--- src/rtl/assert_macros.svh ---
// Assertion macros used by the RTL
`ifndef ASSERT_MACROS_SVH
`define ASSERT_MACROS_SVH

// Clocked assertion, disabled during reset
`define RAU_ASSERT(label, prop, msg) \
  label: assert property (@(posedge clk) disable iff (rst) prop) else $error(msg);

// Clocked assertion that also holds during reset
`define RAU_ASSERT_ALWAYS(label, prop, msg) \
  label: assert property (@(posedge clk) prop) else $error(msg);

`endif

--- src/rtl/rau_pkg.sv ---
// ----------------------------------------------------------------------------
// rau_pkg
// Types and constants of the rational arithmetic unit.
// ----------------------------------------------------------------------------
package rau_pkg;

  localparam int FIELD_W       = 32;
  localparam int WORD_BITS_DEF = 32;
  localparam int QUEUE_DEPTH   = 2;

  localparam logic [1:0] FUNC_ADD = 2'd0;
  localparam logic [1:0] FUNC_SUB = 2'd1;
  localparam logic [1:0] FUNC_MUL = 2'd2;
  localparam logic [1:0] FUNC_DIV = 2'd3;

  localparam logic [1:0] STAT_OK   = 2'd0;
  localparam logic [1:0] STAT_ZDEN = 2'd1;
  localparam logic [1:0] STAT_DIVZ = 2'd2;
  localparam logic [1:0] STAT_OVF  = 2'd3;

  typedef struct packed {
    logic [1:0]                func;
    logic signed [FIELD_W-1:0] num_a;
    logic signed [FIELD_W-1:0] den_a;
    logic signed [FIELD_W-1:0] num_b;
    logic signed [FIELD_W-1:0] den_b;
  } req_t;

  typedef struct packed {
    logic signed [FIELD_W-1:0] res_num;
    logic signed [FIELD_W-1:0] res_den;
    logic [1:0]                status;
  } rsp_t;

  // classified job: three product operand pairs, sign extended words
  typedef struct packed {
    logic [1:0]                func;
    logic [1:0]                status;
    logic signed [FIELD_W-1:0] x1;
    logic signed [FIELD_W-1:0] y1;
    logic signed [FIELD_W-1:0] x2;
    logic signed [FIELD_W-1:0] y2;
    logic signed [FIELD_W-1:0] x3;
    logic signed [FIELD_W-1:0] y3;
  } job_t;

  typedef struct packed {
    logic wr;
    logic rd;
  } q_ctrl_t;

  typedef struct packed {
    logic full;
    logic empty;
  } q_stat_t;

endpackage

--- src/rtl/rau_queue.sv ---
// ----------------------------------------------------------------------------
// rau_queue
// Short job queue between front and back.
// ----------------------------------------------------------------------------
module rau_queue (
  input  logic              clk,
  input  logic              rst,
  input  rau_pkg::q_ctrl_t  ctrl,
  input  rau_pkg::job_t     wr_data,
  output rau_pkg::job_t     rd_data,
  output rau_pkg::q_stat_t  stat
);

  localparam int DEPTH = rau_pkg::QUEUE_DEPTH;
  localparam int AW    = $clog2(DEPTH);
  localparam int CW    = $clog2(DEPTH + 1);

  rau_pkg::job_t mem [DEPTH];
  logic [AW-1:0] wptr, rptr;
  logic [CW-1:0] count;

  assign stat.full  = (count == CW'(DEPTH));
  assign stat.empty = (count == '0);
  assign rd_data    = mem[rptr];

  always_ff @(posedge clk) begin
    if (ctrl.wr) begin
      mem[wptr] <= wr_data;
    end
  end

  always_ff @(posedge clk) begin
    if (rst) begin
      wptr  <= '0;
      rptr  <= '0;
      count <= '0;
    end else begin
      if (ctrl.wr) begin
        wptr <= (wptr == AW'(DEPTH - 1)) ? '0 : wptr + 1'b1;
      end
      if (ctrl.rd) begin
        rptr <= (rptr == AW'(DEPTH - 1)) ? '0 : rptr + 1'b1;
      end
      if (ctrl.wr && !ctrl.rd) begin
        count <= count + 1'b1;
      end else if (!ctrl.wr && ctrl.rd) begin
        count <= count - 1'b1;
      end
    end
  end

endmodule

--- config.mk ---
export PLATFORM = sky130hd
export DESIGN_NAME = rau_queue
export DESIGN_NICKNAME = d
export VERILOG_FILES = /design/src/rtl/assert_macros.svh /design/src/rtl/rau_pkg.sv /design/src/rtl/rau_queue.sv
export SDC_FILE = /design/constraint.sdc
export NUM_CORES = 1
export LEC_CHECK = 0
export BUFFER_PORTS_ARGS = -buffer_cell sky130_fd_sc_hd__buf_2
export CAP_MARGIN = 40
export CORE_MARGIN = 4
export CORE_UTILIZATION = 47
export DETAILED_ROUTE_END_ITERATION = 8
export GPL_ROUTABILITY_DRIVEN = 0
export GPL_TIMING_DRIVEN = 0
export HOLD_SLACK_MARGIN = 0.06
export PLACE_DENSITY = 0.76
export SETUP_SLACK_MARGIN = 0.1
export SKIP_CTS_REPAIR_TIMING = 1
export SYNTH_ARGS = -nofsm -noshare
export SYNTH_HDL_FRONTEND = slang
export SYNTH_SLANG_ARGS = --single-unit
export TNS_END_PERCENT = 30
--- constraint.sdc ---
create_clock -name clk -period 9 [get_ports clk]
set_clock_uncertainty 0.2 [all_clocks]
set_input_delay 0.45 -clock clk [delete_from_list [all_inputs] [get_ports clk]]
set_output_delay 0.45 -clock clk [all_outputs]
set_load 0.02 [all_outputs]
==> impl_metrics.toml <==
[timing]
fin_crit_sh_pct = 29.1
min_period_ps = 2620
setup_viol = 0
tns_ps = 0
fmax_ghz = 0.382
drv_slew = 0
slew-limit-headroom_pct = 43.9
holdWs_ps = 242
worst_pin_slew_ps = 839
rsz0062_at_grt = "no"
finalHoldViolCount = 0

[yosys]
async_flop_share_pct = 0
yosys.area_share.xor_xnor_pct = 0.235
synth_top_family_by_area = "multiplexers"
synthTopCellsByArea = "edfxtp_1, mux2_4, mux2_2, buf_6, dfxtp_1"
synth_cells = 632
yosys.area_share.simple_pct = 0.293
ys_seq_area_share_pct = 79.5
synth_most_common_cell = "edfxtp_1"
yosys.area.top_type = "edfxtp_1"
syn_nets = 833
synth-edff-count = 392
synth.avg_cell_area_um2 = 23.6
synth_top_cell_area_share_pct = 78.9
syn_area_mm2 = 0.0149
synthMuxAreaShare_pct = 18.3
synthFlopType = "edfxtp_1"
synth-compound-area-share_pct = 0.0671
yosysUniqueCellTypes = 16
synth-seq-cells = 397
synth_common_cells = "edfxtp_1, mux2_4, mux2_2"
yosys_warnings = 0
synthAdderAreaFrac_pct = 0.0838

[critical_path]
worstPathArrival_ps = 1970
path_cells = "buf_6 > buf_6 > buf_6 > mux2_4 > buf_2"
max_stage_delay_ps = 330
startpoint_type = "flop"
cp_common_cell = "buf_6"
slowest_stage = "dfxtp_1"
crit_path_end_kind = "output port"
cp_max_fo = 10
required_ps = 8350
path_class = "reg2out"

[die]
coreArea_mm2 = 0.0310
initial_utilization_pct = 48.2
die_h_um = 186
ios = 398
die_width_um = 186
die-area_mm2 = 0.0347
rows = 64

[cts]
cts_sinks = 397
clk_pin_slew_ps = 60
cts-root-buf = "clkbuf_16"
clkLatencyLatePin_ps = 520
clk_path_buf_depth = 3
cts_tree = "done"
numCtsBuffers = 42
htree_levels = 2

[drt]
drt_pass1_iterations = 4
post_drt_wl_per_cell_um = 20.8
wl_um = 35700
drtAntennaViolNets = 0
vias = 8412
route.detailed.drc = 0
via_per_inst = 4.91
drt_iter0_drc = 395

[place]
dp_cells = 1436
io_buffers = 397
dp_hpwl_um = 22300

[status]
status = "complete, no violations"

[finish]
fill_cells = 1939
final_util_pct = 67.9
layout.area.seq_mm2 = 0.0119
drive_gt1_share_pct = 52.4
syn2layout_area_growth_pct = 41.1
layout.cells.non_filler = 1714
multi_input_area_mm2 = 0.00284
nets = 1484

[pwr]
max-vdd-ir-drop_v = 0.000191
powerDensity_mw_per_mm2 = 217
p_leak_uw = 0.00834
total_power_uw = 4580

[global_routing]
grt_first_pass_wirelength_um = 45100
grt_pass1_vias = 7891
grt_use_total_pct = 17.0
gr-total-overflow = 0
grt_antenna_before_repair = 5
grt_max_degree = 57

[flow_run]
cap_violations = 0

[worst_hold_path]
holdCritPathClass = "in2reg"
==> cells in the final DEF, fill, tap and decap left out <==
cell and n:
dlygate4sd3_1 199, clkbuf_1 4, a21oi_1 1, buf_2 402
mux2_2 56, clkinvlp_4 4, buf_16 7, nor2_1 5
ha_1 1, edfxtp_1 392, inv_1 1, inv_6 2
dfxtp_1 5, diode_2 4, nor2b_1 1, mux2_4 140
bufinv_16 5, xor2_1 2, clkinv_2 7, xnor2_1 2
and2_4 1, clkinv_1 10, o21ai_0 1, clkbuf_16 43
buf_12 4, nor2b_4 1, buf_6 17, or3_1 1
==> flip-flops by register name (all words and copies together), names as in the netlist, named ones only <==
signal / flops
mem: 392
count: 2
wptr: 1
rptr: 1
==> power by group <==
group / leakage (uW) / total (uW) / switching, uW / internal [uW]
clock network: 0.000658 / 1700 / 681 / 1020
logic: 0.00396 / 690 / 363 / 327
registers: 0.00372 / 2190 / 29.0 / 2160
==> routing by layer <==
metal  GRT usage, %  up-vias  part of all wire, %
met2           30.7      345                   53
met4           4.37        2                  2.3
met1           19.3     4156                   36
met5              0        -                0.036
met3           6.18       66                  8.1
li1               -     3843                    -
==> logic make-up (layout without fill, tap and decap cells) <==
kind of cell | Yosys count | count (layout)
xor gates and xnor gates | 4 | 4
muxes | 196 | 196
and+or+nand+nor | 9 | 9
buffers and inverters | 23 | 705
AOI/OAI and AO/OA | 2 | 2
adders and majority gates | 1 | 1
other | 0 | 4
DFF | 397 | 397
==> critical path, delay by kind of cell, from the launching register on <==
kind / cells / cell delay [ps]
multiplexers: 1 / 310
buffers and inverters: 4 / 800
flip-flops: 1 / 330
==> path summary, 6_finish.rpt <==
path | end | slack (ps) | cells after the start | from
worst min register to register | rptr$_SDFFE_PP0P_ | 330 | 2 | rptr$_SDFFE_PP0P_
worst max register to register | mem[0][51]$_DFFE_PP_ | 6490 | 5 | wptr$_SDFFE_PP0P_
worst max-delay path | rd_data[126] | 6380 | 5 | flop
worst min-delay path | count[0]$_SDFFE_PP0P_ | 240 | 4 | ctrl[1]
==> final cells by class <==
type | instances | area share [%]
sequential | 397 | 56.4
timing repair buffer | 607 | 20.2
antenna | 4 | 0.0475
tap | 396 | 2.35
clock buffer | 47 | 5.18
multi-input combinational | 212 | 13.5
clock inverter | 28 | 1.28
buffer | 22 | 1.03
inverter | 1 | 0.0178
==> through the flow <==
| stage | setup WS, ps | area, um^2 |
|---|---|---|
| after floorplan | 2810 | 14900 |
| after detailed placement | 6180 | 17700 |
| after CTS | 6320 | 19100 |
| after global placement | -224 | 17400 |
| final | 6380 | 21100 |
| after global routing | 6280 | 21100 |
(Power assumes the default switching activity.)
