File: config.mk
export PLATFORM = sky130hd
export DESIGN_NAME = rau_front
export DESIGN_NICKNAME = d
export VERILOG_FILES = /design/src/rtl/assert_macros.svh /design/src/rtl/rau_pkg.sv /design/src/rtl/rau_front.sv
export SDC_FILE = /design/constraint.sdc
export NUM_CORES = 1
export LEC_CHECK = 0
export BUFFER_PORTS_ARGS = -buffer_cell sky130_fd_sc_hd__buf_2
export CORE_AREA = 2 2 125 127
export DETAILED_ROUTE_END_ITERATION = 6
export DIE_AREA = 0 0 127 129
export PLACE_DENSITY = 0.55
export SLEW_MARGIN = 20
export SYNTH_ARGS = -nofsm -noshare
export SYNTH_HDL_FRONTEND = slang
export SYNTH_SLANG_ARGS = --single-unit
File: constraint.sdc
create_clock -name vclk -period 1.13
set_input_delay 0.113 -clock vclk [all_inputs]
set_output_delay 0.113 -clock vclk [all_outputs]
set_load 0.02 [all_outputs]
File: src/rtl/assert_macros.svh
// Assertion macros used by the RTL
`ifndef ASSERT_MACROS_SVH
`define ASSERT_MACROS_SVH

// Clocked assertion, disabled during reset
`define RAU_ASSERT(label, prop, msg) \
  label: assert property (@(posedge clk) disable iff (rst) prop) else $error(msg);

// Clocked assertion that also holds during reset
`define RAU_ASSERT_ALWAYS(label, prop, msg) \
  label: assert property (@(posedge clk) prop) else $error(msg);

`endif

File: src/rtl/rau_pkg.sv
// ----------------------------------------------------------------------------
// rau_pkg
// Types and constants of the rational arithmetic unit.
// ----------------------------------------------------------------------------
package rau_pkg;

  localparam int FIELD_W       = 32;
  localparam int WORD_BITS_DEF = 32;
  localparam int QUEUE_DEPTH   = 2;

  localparam logic [1:0] FUNC_ADD = 2'd0;
  localparam logic [1:0] FUNC_SUB = 2'd1;
  localparam logic [1:0] FUNC_MUL = 2'd2;
  localparam logic [1:0] FUNC_DIV = 2'd3;

  localparam logic [1:0] STAT_OK   = 2'd0;
  localparam logic [1:0] STAT_ZDEN = 2'd1;
  localparam logic [1:0] STAT_DIVZ = 2'd2;
  localparam logic [1:0] STAT_OVF  = 2'd3;

  typedef struct packed {
    logic [1:0]                func;
    logic signed [FIELD_W-1:0] num_a;
    logic signed [FIELD_W-1:0] den_a;
    logic signed [FIELD_W-1:0] num_b;
    logic signed [FIELD_W-1:0] den_b;
  } req_t;

  typedef struct packed {
    logic signed [FIELD_W-1:0] res_num;
    logic signed [FIELD_W-1:0] res_den;
    logic [1:0]                status;
  } rsp_t;

  // classified job: three product operand pairs, sign extended words
  typedef struct packed {
    logic [1:0]                func;
    logic [1:0]                status;
    logic signed [FIELD_W-1:0] x1;
    logic signed [FIELD_W-1:0] y1;
    logic signed [FIELD_W-1:0] x2;
    logic signed [FIELD_W-1:0] y2;
    logic signed [FIELD_W-1:0] x3;
    logic signed [FIELD_W-1:0] y3;
  } job_t;

  typedef struct packed {
    logic wr;
    logic rd;
  } q_ctrl_t;

  typedef struct packed {
    logic full;
    logic empty;
  } q_stat_t;

endpackage

File: src/rtl/rau_front.sv
// ----------------------------------------------------------------------------
// rau_front
// Classifies a request: operand checks and product operand selection.
// ----------------------------------------------------------------------------
module rau_front #(
  parameter int WORD_BITS = rau_pkg::WORD_BITS_DEF
) (
  input  rau_pkg::req_t req,
  output rau_pkg::job_t job
);

  localparam int W  = WORD_BITS;
  localparam int FW = rau_pkg::FIELD_W;

  logic signed [W-1:0]  na_w, da_w, nb_w, db_w;
  logic signed [FW-1:0] na, da, nb, db;

  assign na_w = req.num_a[W-1:0];
  assign da_w = req.den_a[W-1:0];
  assign nb_w = req.num_b[W-1:0];
  assign db_w = req.den_b[W-1:0];
  assign na   = FW'(na_w);
  assign da   = FW'(da_w);
  assign nb   = FW'(nb_w);
  assign db   = FW'(db_w);

  always_comb begin
    job.func = req.func;
    if (da_w == '0 || db_w == '0) begin
      job.status = rau_pkg::STAT_ZDEN;
    end else if (req.func == rau_pkg::FUNC_DIV && nb_w == '0) begin
      job.status = rau_pkg::STAT_DIVZ;
    end else begin
      job.status = rau_pkg::STAT_OK;
    end
    job.x1 = na;
    job.y1 = db;
    job.x2 = nb;
    job.y2 = da;
    job.x3 = da;
    job.y3 = db;
    case (req.func)
      rau_pkg::FUNC_MUL: begin
        job.y1 = nb;
      end
      rau_pkg::FUNC_DIV: begin
        job.y3 = nb;
      end
      default: begin
      end
    endcase
  end

endmodule

==> results of run 1 <==
-- timing repair --
action / 4_1_cts / 5_1_grt
cloned: 5 / 0
hold endpoints to repair: 0 / 0
pin swaps: 7 / 3
setup buffers: 7 / 1
setup endpoints to repair: 66 / 59
resized for setup: 141 / 55
-- synth_stat cells (all sizes together) --
cell type and n:
buf 137, mux2 64, nor4 25, nand4 5
nand3 2, nand2 1, nand2b 1, o22ai 1
-- kinds of logic after synthesis --
kind of cell | after synthesis | synth area share
buffers and inverters | 137 | 0.5064
muxes | 64 | 0.3904
and+or+nand+nor | 34 | 0.09730
AOI/OAI and AO/OA | 1 | 0.005861
-- cells in the final DEF, fill, tap and decap left out --
cell type / n
nor4_1: 12
nand3_2: 1
buf_12: 11
buf_8: 1
buf_16: 4
buf_2: 198
buf_4: 92
nor4_4: 6
mux2_4: 58
nand4_1: 5
nand2b_4: 1
o22ai_2: 1
nor4_2: 7
nand2_8: 1
buf_6: 60
mux2_2: 6
nand3_1: 1
-- worst max-delay path: stages --
cell and delay [ns]:
buf_2 0.11, nor4_2 0.25, buf_4 0.15, nand4_1 0.14, o22ai_2 0.25, nor4_2 0.08, buf_4 0.16
-- area by class of cell --
cell class                 instances  area, sq um
multi-input combinational         99         1321
timing repair buffer             366         2703
tap                              188        235.2
fill                            1576        10720
-- stage by stage --
step	area (sq um)	worst slack (ns)	hold slack, ns
2_1_floorplan	2141	0.01737	0.3386
3_3_place_gp	3359	-0.5477	0.2261
3_5_place_dp	3359	-0.5288	0.2261
4_1_cts	4101	-0.3154	0.2261
5_1_grt	4259	-0.3477	0.2260
6_report	4259	-0.2410	0.2260
-- worst min-delay path by stage --
stage | start | endpoint | cells after the start
floorplan | req[36] | job[100] | 1
global placement | req[96] | job[160] | 0
detailed placement | req[96] | job[160] | 0
CTS | req[96] | job[160] | 0
global route | req[127] | job[191] | 0
finish | req[102] | job[166] | 0
-- power breakdown --
part	internal, W	total, W	switching [W]
Clock	0	0	0
Sequential	0	0	0
Combinational	0.00114	0.00221	0.00107
Total	0.00114	0.00221	0.00107
-- layer usage --
metal / part of all wire / track usage / vias up
met5: 0 / 0 / -
met4: 0.010 / 0.01228 / 0
met3: 0.067 / 0.01289 / 12
met2: 0.53 / 0.2211 / 161
met1: 0.40 / 0.1436 / 1149
li1: - / - / 1164
==> flow_summary.ini, run 1 <==
[timing]
hold_viol = 0
finalCritPeriodShare = 1.213
tns_ns = -2.378
min_period_ns = 1.371
fin_ws_ns = -0.2410
drv_slew = 0
finalSetupViolCount = 22
max_clock_freq_mhz = 729.4
relSlewSlack = 0.8162
max_slew.worst_pin.slew_ns = 0.2735
grt_setup_unrepaired = yes

[power]
peakVddDrop_v = 0.0001465
total_power_w = 0.002210
p_leak_nw = 2.344
power_density_nw_per_um2 = 518.9

[finish]
fin_util = 0.2844
finalNetCount = 597
drive_above_1_share = 0.9613
final_cells = 653
clockBufferCount = 0
seq_cell_count = 0
diodes = 0
regArea_sq_um = 0
synthToLayoutAreaGrowth_pct = 99.53

[setup_path]
critPathCapture = job[193]
timing.critical_path.arrival_ns = 1.26
endpoint_kind = output port
critPathKind = in -> out
crit_fanout = 2
cp_data_required_time_ns = 1.02
startpoint_type = input pin
startpoint = req[19]

[synthesis]
synthCells = 236
seq_area_frac_synth = 0
synth_nets = 366
synthDistinctLibCells = 11
yosys.area.top_type = buf_4
synth_area_leaders = buf_4 (46%), mux2_4 (21%), mux2_2 (18%), nor4_1 (7.3%), buf_12 (2.8%)
synth-warning-count = 0
netlist_area_sq_um = 2135
avgSynthCellArea_sq_um = 9.045
synth_top_area_frac = 0.4572

[floorplanning]
die_x_microns = 127
dieArea_sq_um = 16380
num_rows = 45
core-area_sq_um = 14980
ioPinCount = 326
start_util = 0.1425
die_y_microns = 129

[drt]
wl_per_cell_microns = 16.80
drtIter0Drc = 53
via_per_inst = 3.807
drt_pass1_iterations = 4
wl_microns = 10970
drc = 0
ant_nets = 0
dr_total_vias = 2486

[hold_path]
holdCritPathClass = in -> out

[global_routing]
grt_use_total = 0.1156
grt_pass1_wl_microns = 14760
gr-total-overflow = 0
grt_pass1_vias = 2408
grt_max_degree = 9
antenna_found_initial = 0

[outcome]
status = complete, but fails checks
violations = setup timing

[placed_design]
placed_cells_incl_taps = 644
place.gp.congestion = 0.7352
hpwl_microns = 8625
io_buffers = 262

[cts]
ctsHoldBuffers = 0

[run]
drv_cap = 0
Power figures use the tool's default switching activity.
==> inputs of run 2 (changes only) <==
--- a/config.mk
+++ b/config.mk
@@ -8,6 +8,8 @@
 export BUFFER_PORTS_ARGS = -buffer_cell sky130_fd_sc_hd__buf_2
-export CORE_AREA = 2 2 125 127
+export CELL_PAD_IN_SITES_DETAIL_PLACEMENT = 0
+export CELL_PAD_IN_SITES_GLOBAL_PLACEMENT = 2
+export CORE_ASPECT_RATIO = 2
+export CORE_UTILIZATION = 13
 export DETAILED_ROUTE_END_ITERATION = 6
-export DIE_AREA = 0 0 127 129
-export PLACE_DENSITY = 0.55
+export PLACE_DENSITY = 0.93
 export SLEW_MARGIN = 20
==> constraint.sdc (replaced) <==
create_clock -name vclk -period 1.13
set_input_delay 0.0565 -clock vclk [all_inputs]
set_output_delay 0.0565 -clock vclk [all_outputs]
set_load 0.02 [all_outputs]
==> run 2 against run 1 <==
The run still ends with setup timing left. Hold slack worse by 0.11 ns. Fmax rose by 0.84%. Sequential cell count is the same. Via count shrank 3.2%. Core utilization down 6.1 points. Non-clock buffer count fell by 27. Combinational power is 17% lower. Final area down 16%. First-iteration DRC count grew 3.8%. Critical endpoint unchanged.
==> flow_summary.ini, run 2 (same netlist as run 1, synthesis figures left out) <==
[outcome]
status = complete, but fails checks
violations = setup timing

[setup_path]
timing.critical_path.arrival_ns = 1.30
critPathCapture = job[193]
crit_fanout = 2
cp_data_required_time_ns = 1.07
startpoint_type = input pin
endpoint_kind = output port
startpoint = req[32]
critPathKind = in -> out

[finish]
finalInstanceArea_sq_um = 3561
seq_cell_count = 0
drive_above_1_share = 0.9543
finalNetCount = 570
diodes = 0
final_common_cell = buf_2
regArea_sq_um = 0
synthToLayoutAreaGrowth_pct = 66.82
nFillCells = 1791
clockBufferCount = 0
layout.cells.most_common_list = buf_2 (241), buf_4 (74), mux2_2 (32), mux2_4 (32), buf_6 (15)

[hold_path]
holdCritPathClass = in -> out
min_from = req[98]

[floorplanning]
num_rows = 65
dieArea_sq_um = 16970
ioPinCount = 326
die_x_microns = 92.61
start_util = 0.1339
die_y_microns = 183.2
core-area_sq_um = 15940

[drt]
drc = 0
via_per_inst = 3.767
wl_per_cell_microns = 15.92
drt_pass1_iterations = 4
dr_total_vias = 2407
wl_microns = 10180
drtIter0Drc = 55
ant_nets = 0

[run]
drv_cap = 0

[global_routing]
grt_pass1_wl_microns = 13070
grt_pass1_vias = 2331
antenna_found_initial = 0
grt_use_total = 0.1041
grt_max_degree = 14
gr-total-overflow = 0

[timing]
drv_slew = 0
relSlewSlack = 0.7336
finalCritPeriodShare = 1.203
max_slew.worst_pin.slew_ns = 0.3963
min_period_ns = 1.360
timing.hold.ws_ns = 0.1130
fin_ws_ns = -0.2295
grt_setup_unrepaired = yes
tns_ns = -0.3566
hold_viol = 0
max_clock_freq_mhz = 735.6
finalSetupViolCount = 2

[placed_design]
io_buffers = 262
hpwl_microns = 8272
place_area_sq_um = 3198
place.gp.congestion = 0.7335

[cts]
cts_setup_buffers = 0
ctsHoldBuffers = 0

[power]
p_leak_nw = 1.959
power_density_nw_per_um2 = 513.8
peakVddDrop_v = 0.0001409
run 2: repair_timing:
item	4_1_cts	5_1_grt
resized for setup	20	41
endpoints found under the setup margin	17	37
gates cloned	2	3
pin swaps	5	4
hold endpoints to repair	0	0
run 2: final cells by class:
type | instances | area [sq um] | area share
multi-input combinational | 99 | 1186 | 0.3331
timing repair buffer | 339 | 2123 | 0.5963
tap | 201 | 251.5 | 0.07063
run 2: worst max-delay path, cell delays in order:
cell and delay [ns]:
buf_2 0.12, nor4_2 0.42, buf_4 0.18, nand3_1 0.08, nor4_2 0.27, buf_4 0.18
run 2: power breakdown:
part / internal [W] / leakage, nW / switching (W)
registers: 0 / 0 / 0
logic: 0.000845 / 1.96 / 0.000985
clock network: 0 / 0 / 0
run 2: how the worst min path moves through the flow:
stage	end	slack [ns]	cells past startpoint
after floorplan	job[100]	0.23	1
after global placement	job[179]	0.11	0
after detailed placement	job[179]	0.11	0
after CTS	job[179]	0.11	0
after global routing	job[160]	0.11	0
final	job[162]	0.11	0
run 2: per-layer routing:
layer / track usage / up-vias / part of all wire
met5: 0 / - / 0
met4: 0.05063 / 0 / 0.048
met3: 0.01161 / 38 / 0.080
met2: 0.2320 / 189 / 0.57
met1: 0.08184 / 1064 / 0.30
li1: - / 1116 / -
run 2: per-stage QoR:
stage               power, W  utilization  instances  worst slack (ns)
global route        0.001932       0.2234        639           -0.2606
global placement    0.001669       0.2006        635           -0.5023
finish              0.001830       0.2234        639           -0.2295
CTS                 0.001741       0.2094        636           -0.2636
floorplan           0.001271            -        236            0.1304
detailed placement  0.001674       0.2006        635           -0.5097
==> inputs of run 3 (changes only) <==
- ABC_AREA: unset -> 1
- CORE_UTILIZATION: 13 -> 11
- PLACE_DENSITY: 0.93 -> 0.92
==> run 3 against run 2 <==
Via count is 15% higher. Synthesized cell count grew 72%. Non-clock buffer count fell by 49. The run now ends clean. Highest routed layer unchanged. Worst setup slack better by 0.32 ns. Die area increased by 19%. Fmax grew 31%. Combinational power shrank 16%. Critical endpoint unchanged. Cell count up 27%. Global-route usage shrank 1.9 points.
==> flow_summary.ini, run 3 <==
[power]
power_density_nw_per_um2 = 499.5
clock_power_share = 0
p_leak_nw = 1.891
seqPwrFrac = 0
p_int_w = 0.0005465
p_comb_frac = 1.000
p_sw_frac = 0.6435
peakVddDrop_v = 0.0001580
switching_power_w = 0.0009867

[setup_path]
critPathKind = in -> out
critPathMaxStageDelay_ns = 0.15
critPathTopFamily = simple AND/OR/NAND/NOR gates
cp_data_required_time_ns = 1.07
endpoint_kind = output port
startpoint_type = input pin
crit_chain = buf_2 > nor2_2 > and2_1 > nand2_2 > nor2_1 > nand2_1 > nand2_2 > nor2_1 > buf_4
crit_fanout = 3
crit_buf_inv = 2
slowest_stage = and2_1
timing.critical_path.arrival_ns = 0.98
startpoint = req[79]

[cts]
ctsHoldBuffers = 0

[global_routing]
gr-total-overflow = 0
antenna_found_initial = 0
grt_pass1_vias = 2403
grt_use_total = 0.08480
grt_max_degree = 44
grt_pass1_wl_microns = 12650

[drt]
drt_pass1_iterations = 7
drc = 0
via_per_inst = 3.416
wl_microns = 9624
ant_nets = 0
dr_total_vias = 2777
wl_per_cell_microns = 11.84
drtIter0Drc = 55

[timing]
finalCritPeriodShare = 0.9170
drv_slew = 0
min_period_ns = 1.036
hold_viol = 0
finalSetupViolCount = 0
relSlewSlack = 0.8532
max_slew.worst_pin.slew_ns = 0.2178
max_clock_freq_mhz = 965.0

[synthesis]
yosys.area_share.simple = 0.2739
synth-warning-count = 0
synthAdderAreaFrac = 0
synthDistinctLibCells = 13
avgSynthCellArea_sq_um = 5.288
synth_common_cells = buf_4 (132), nand2_1 (88), o21ai_0 (63)
synth_top_family_by_area = buffers and inverters
synth_area_leaders = buf_4 (46%), nand2_1 (15%), o21ai_0 (15%), inv_1 (9.3%), nor2_1 (7.2%)
synth-compound-area-share = 0.1503
synth_most_common_cell = buf_4
yosys.area.top_type = buf_4
synthMuxAreaShare = 0
seq_area_frac_synth = 0
synthCells = 406
synth-xor-area-share = 0
synth_top_area_frac = 0.4615
synth_nets = 536
netlist_area_sq_um = 2147

[floorplanning]
dieArea_sq_um = 20120
core-area_sq_um = 19190
num_rows = 72
start_util = 0.1119
die_x_microns = 100.8
die_y_microns = 199.6
ioPinCount = 326

[finish]
fin_util = 0.1600
final_common_cell = buf_2
synthToLayoutAreaGrowth_pct = 42.95
layout.cells.most_common_list = buf_2 (260), nand2_1 (85), o21ai_0 (63)
seq_cell_count = 0
drive_above_1_share = 0.5650
finalInstanceArea_sq_um = 3069
regArea_sq_um = 0
clockBufferCount = 0
finalNetCount = 686
diodes = 0
nFillCells = 2276

[outcome]
status = finished, final reports clean

[placed_design]
io_buffers = 262
hpwl_microns = 8845
place.gp.congestion = 0.7919
place_area_sq_um = 2993

[hold_path]
holdCritPathClass = in -> out
min_from = req[101]

[run]
drv_cap = 0
-- run 3: cell types whose count changed in the layout (fill, tap and decap cells not counted), sizes merged, moves of 5 or more --
cell and delta:
nor4 -25, buf -45, mux2 -64, o21ai +63
inv +53, nor2 +41, nand2 +89, and2 +5
-- run 3: logic make-up after synthesis --
group	Yosys count
AO/OA/AOI/OAI	64
AND/OR/NAND/NOR	147
buffers and inverters	195
-- run 3: path summary, 6_finish.rpt --
check | to | cells after the start
worst max-delay path | job[193] | 9
worst min-delay path | job[165] | 0
-- run 3: what timing repair did --
item                                    in CTS  in global routing
pin swaps                                    1                 12
endpoints found under the setup margin       1                  2
gates resized for setup                      5                 21
setup buffers                                0                  0
-- run 3: power groups by stage --
stage	registers, W	clock network, W	logic, W
2_1_floorplan	0	0	0.00119
3_3_place_gp	0	0	0.00154
3_5_place_dp	0	0	0.00154
4_1_cts	0	0	0.00155
5_1_grt	0	0	0.00167
6_report	0	0	0.00153
-- run 3: final cells by class --
class | instances | area (sq um) | area share
inverters | 53 | 198.9 | 0.06482
repair buffers | 290 | 1568 | 0.5108
well taps | 259 | 324.1 | 0.1056
multi-input cells | 211 | 978.4 | 0.3188
-- run 3: routing by layer --
| metal | vias to the layer above | global-route usage | wire length (microns) |
|---|---|---|---|
| li1 | 1402 | - | - |
| met1 | 1186 | 0.06765 | 2870 |
| met2 | 177 | 0.2040 | 5901 |
| met3 | 12 | 0.007345 | 697 |
| met4 | 0 | 0.01235 | 155 |
| met5 | - | 0 | 0 |
-- run 3: stage by stage --
step                      power [W]   TNS, ns  setup WS (ns)  hold slack, ns  std cells
after CTS                  0.001547         0       0.002107          0.1131        813
after detailed placement   0.001539  -0.08650       -0.08650          0.1131        813
after global routing       0.001670  -0.02214       -0.02214          0.1130        813
final                      0.001533         0        0.09377          0.1130        813
after global placement     0.001540  -0.09876       -0.09876          0.1131        813
after floorplan            0.001190         0         0.2151          0.2256        406
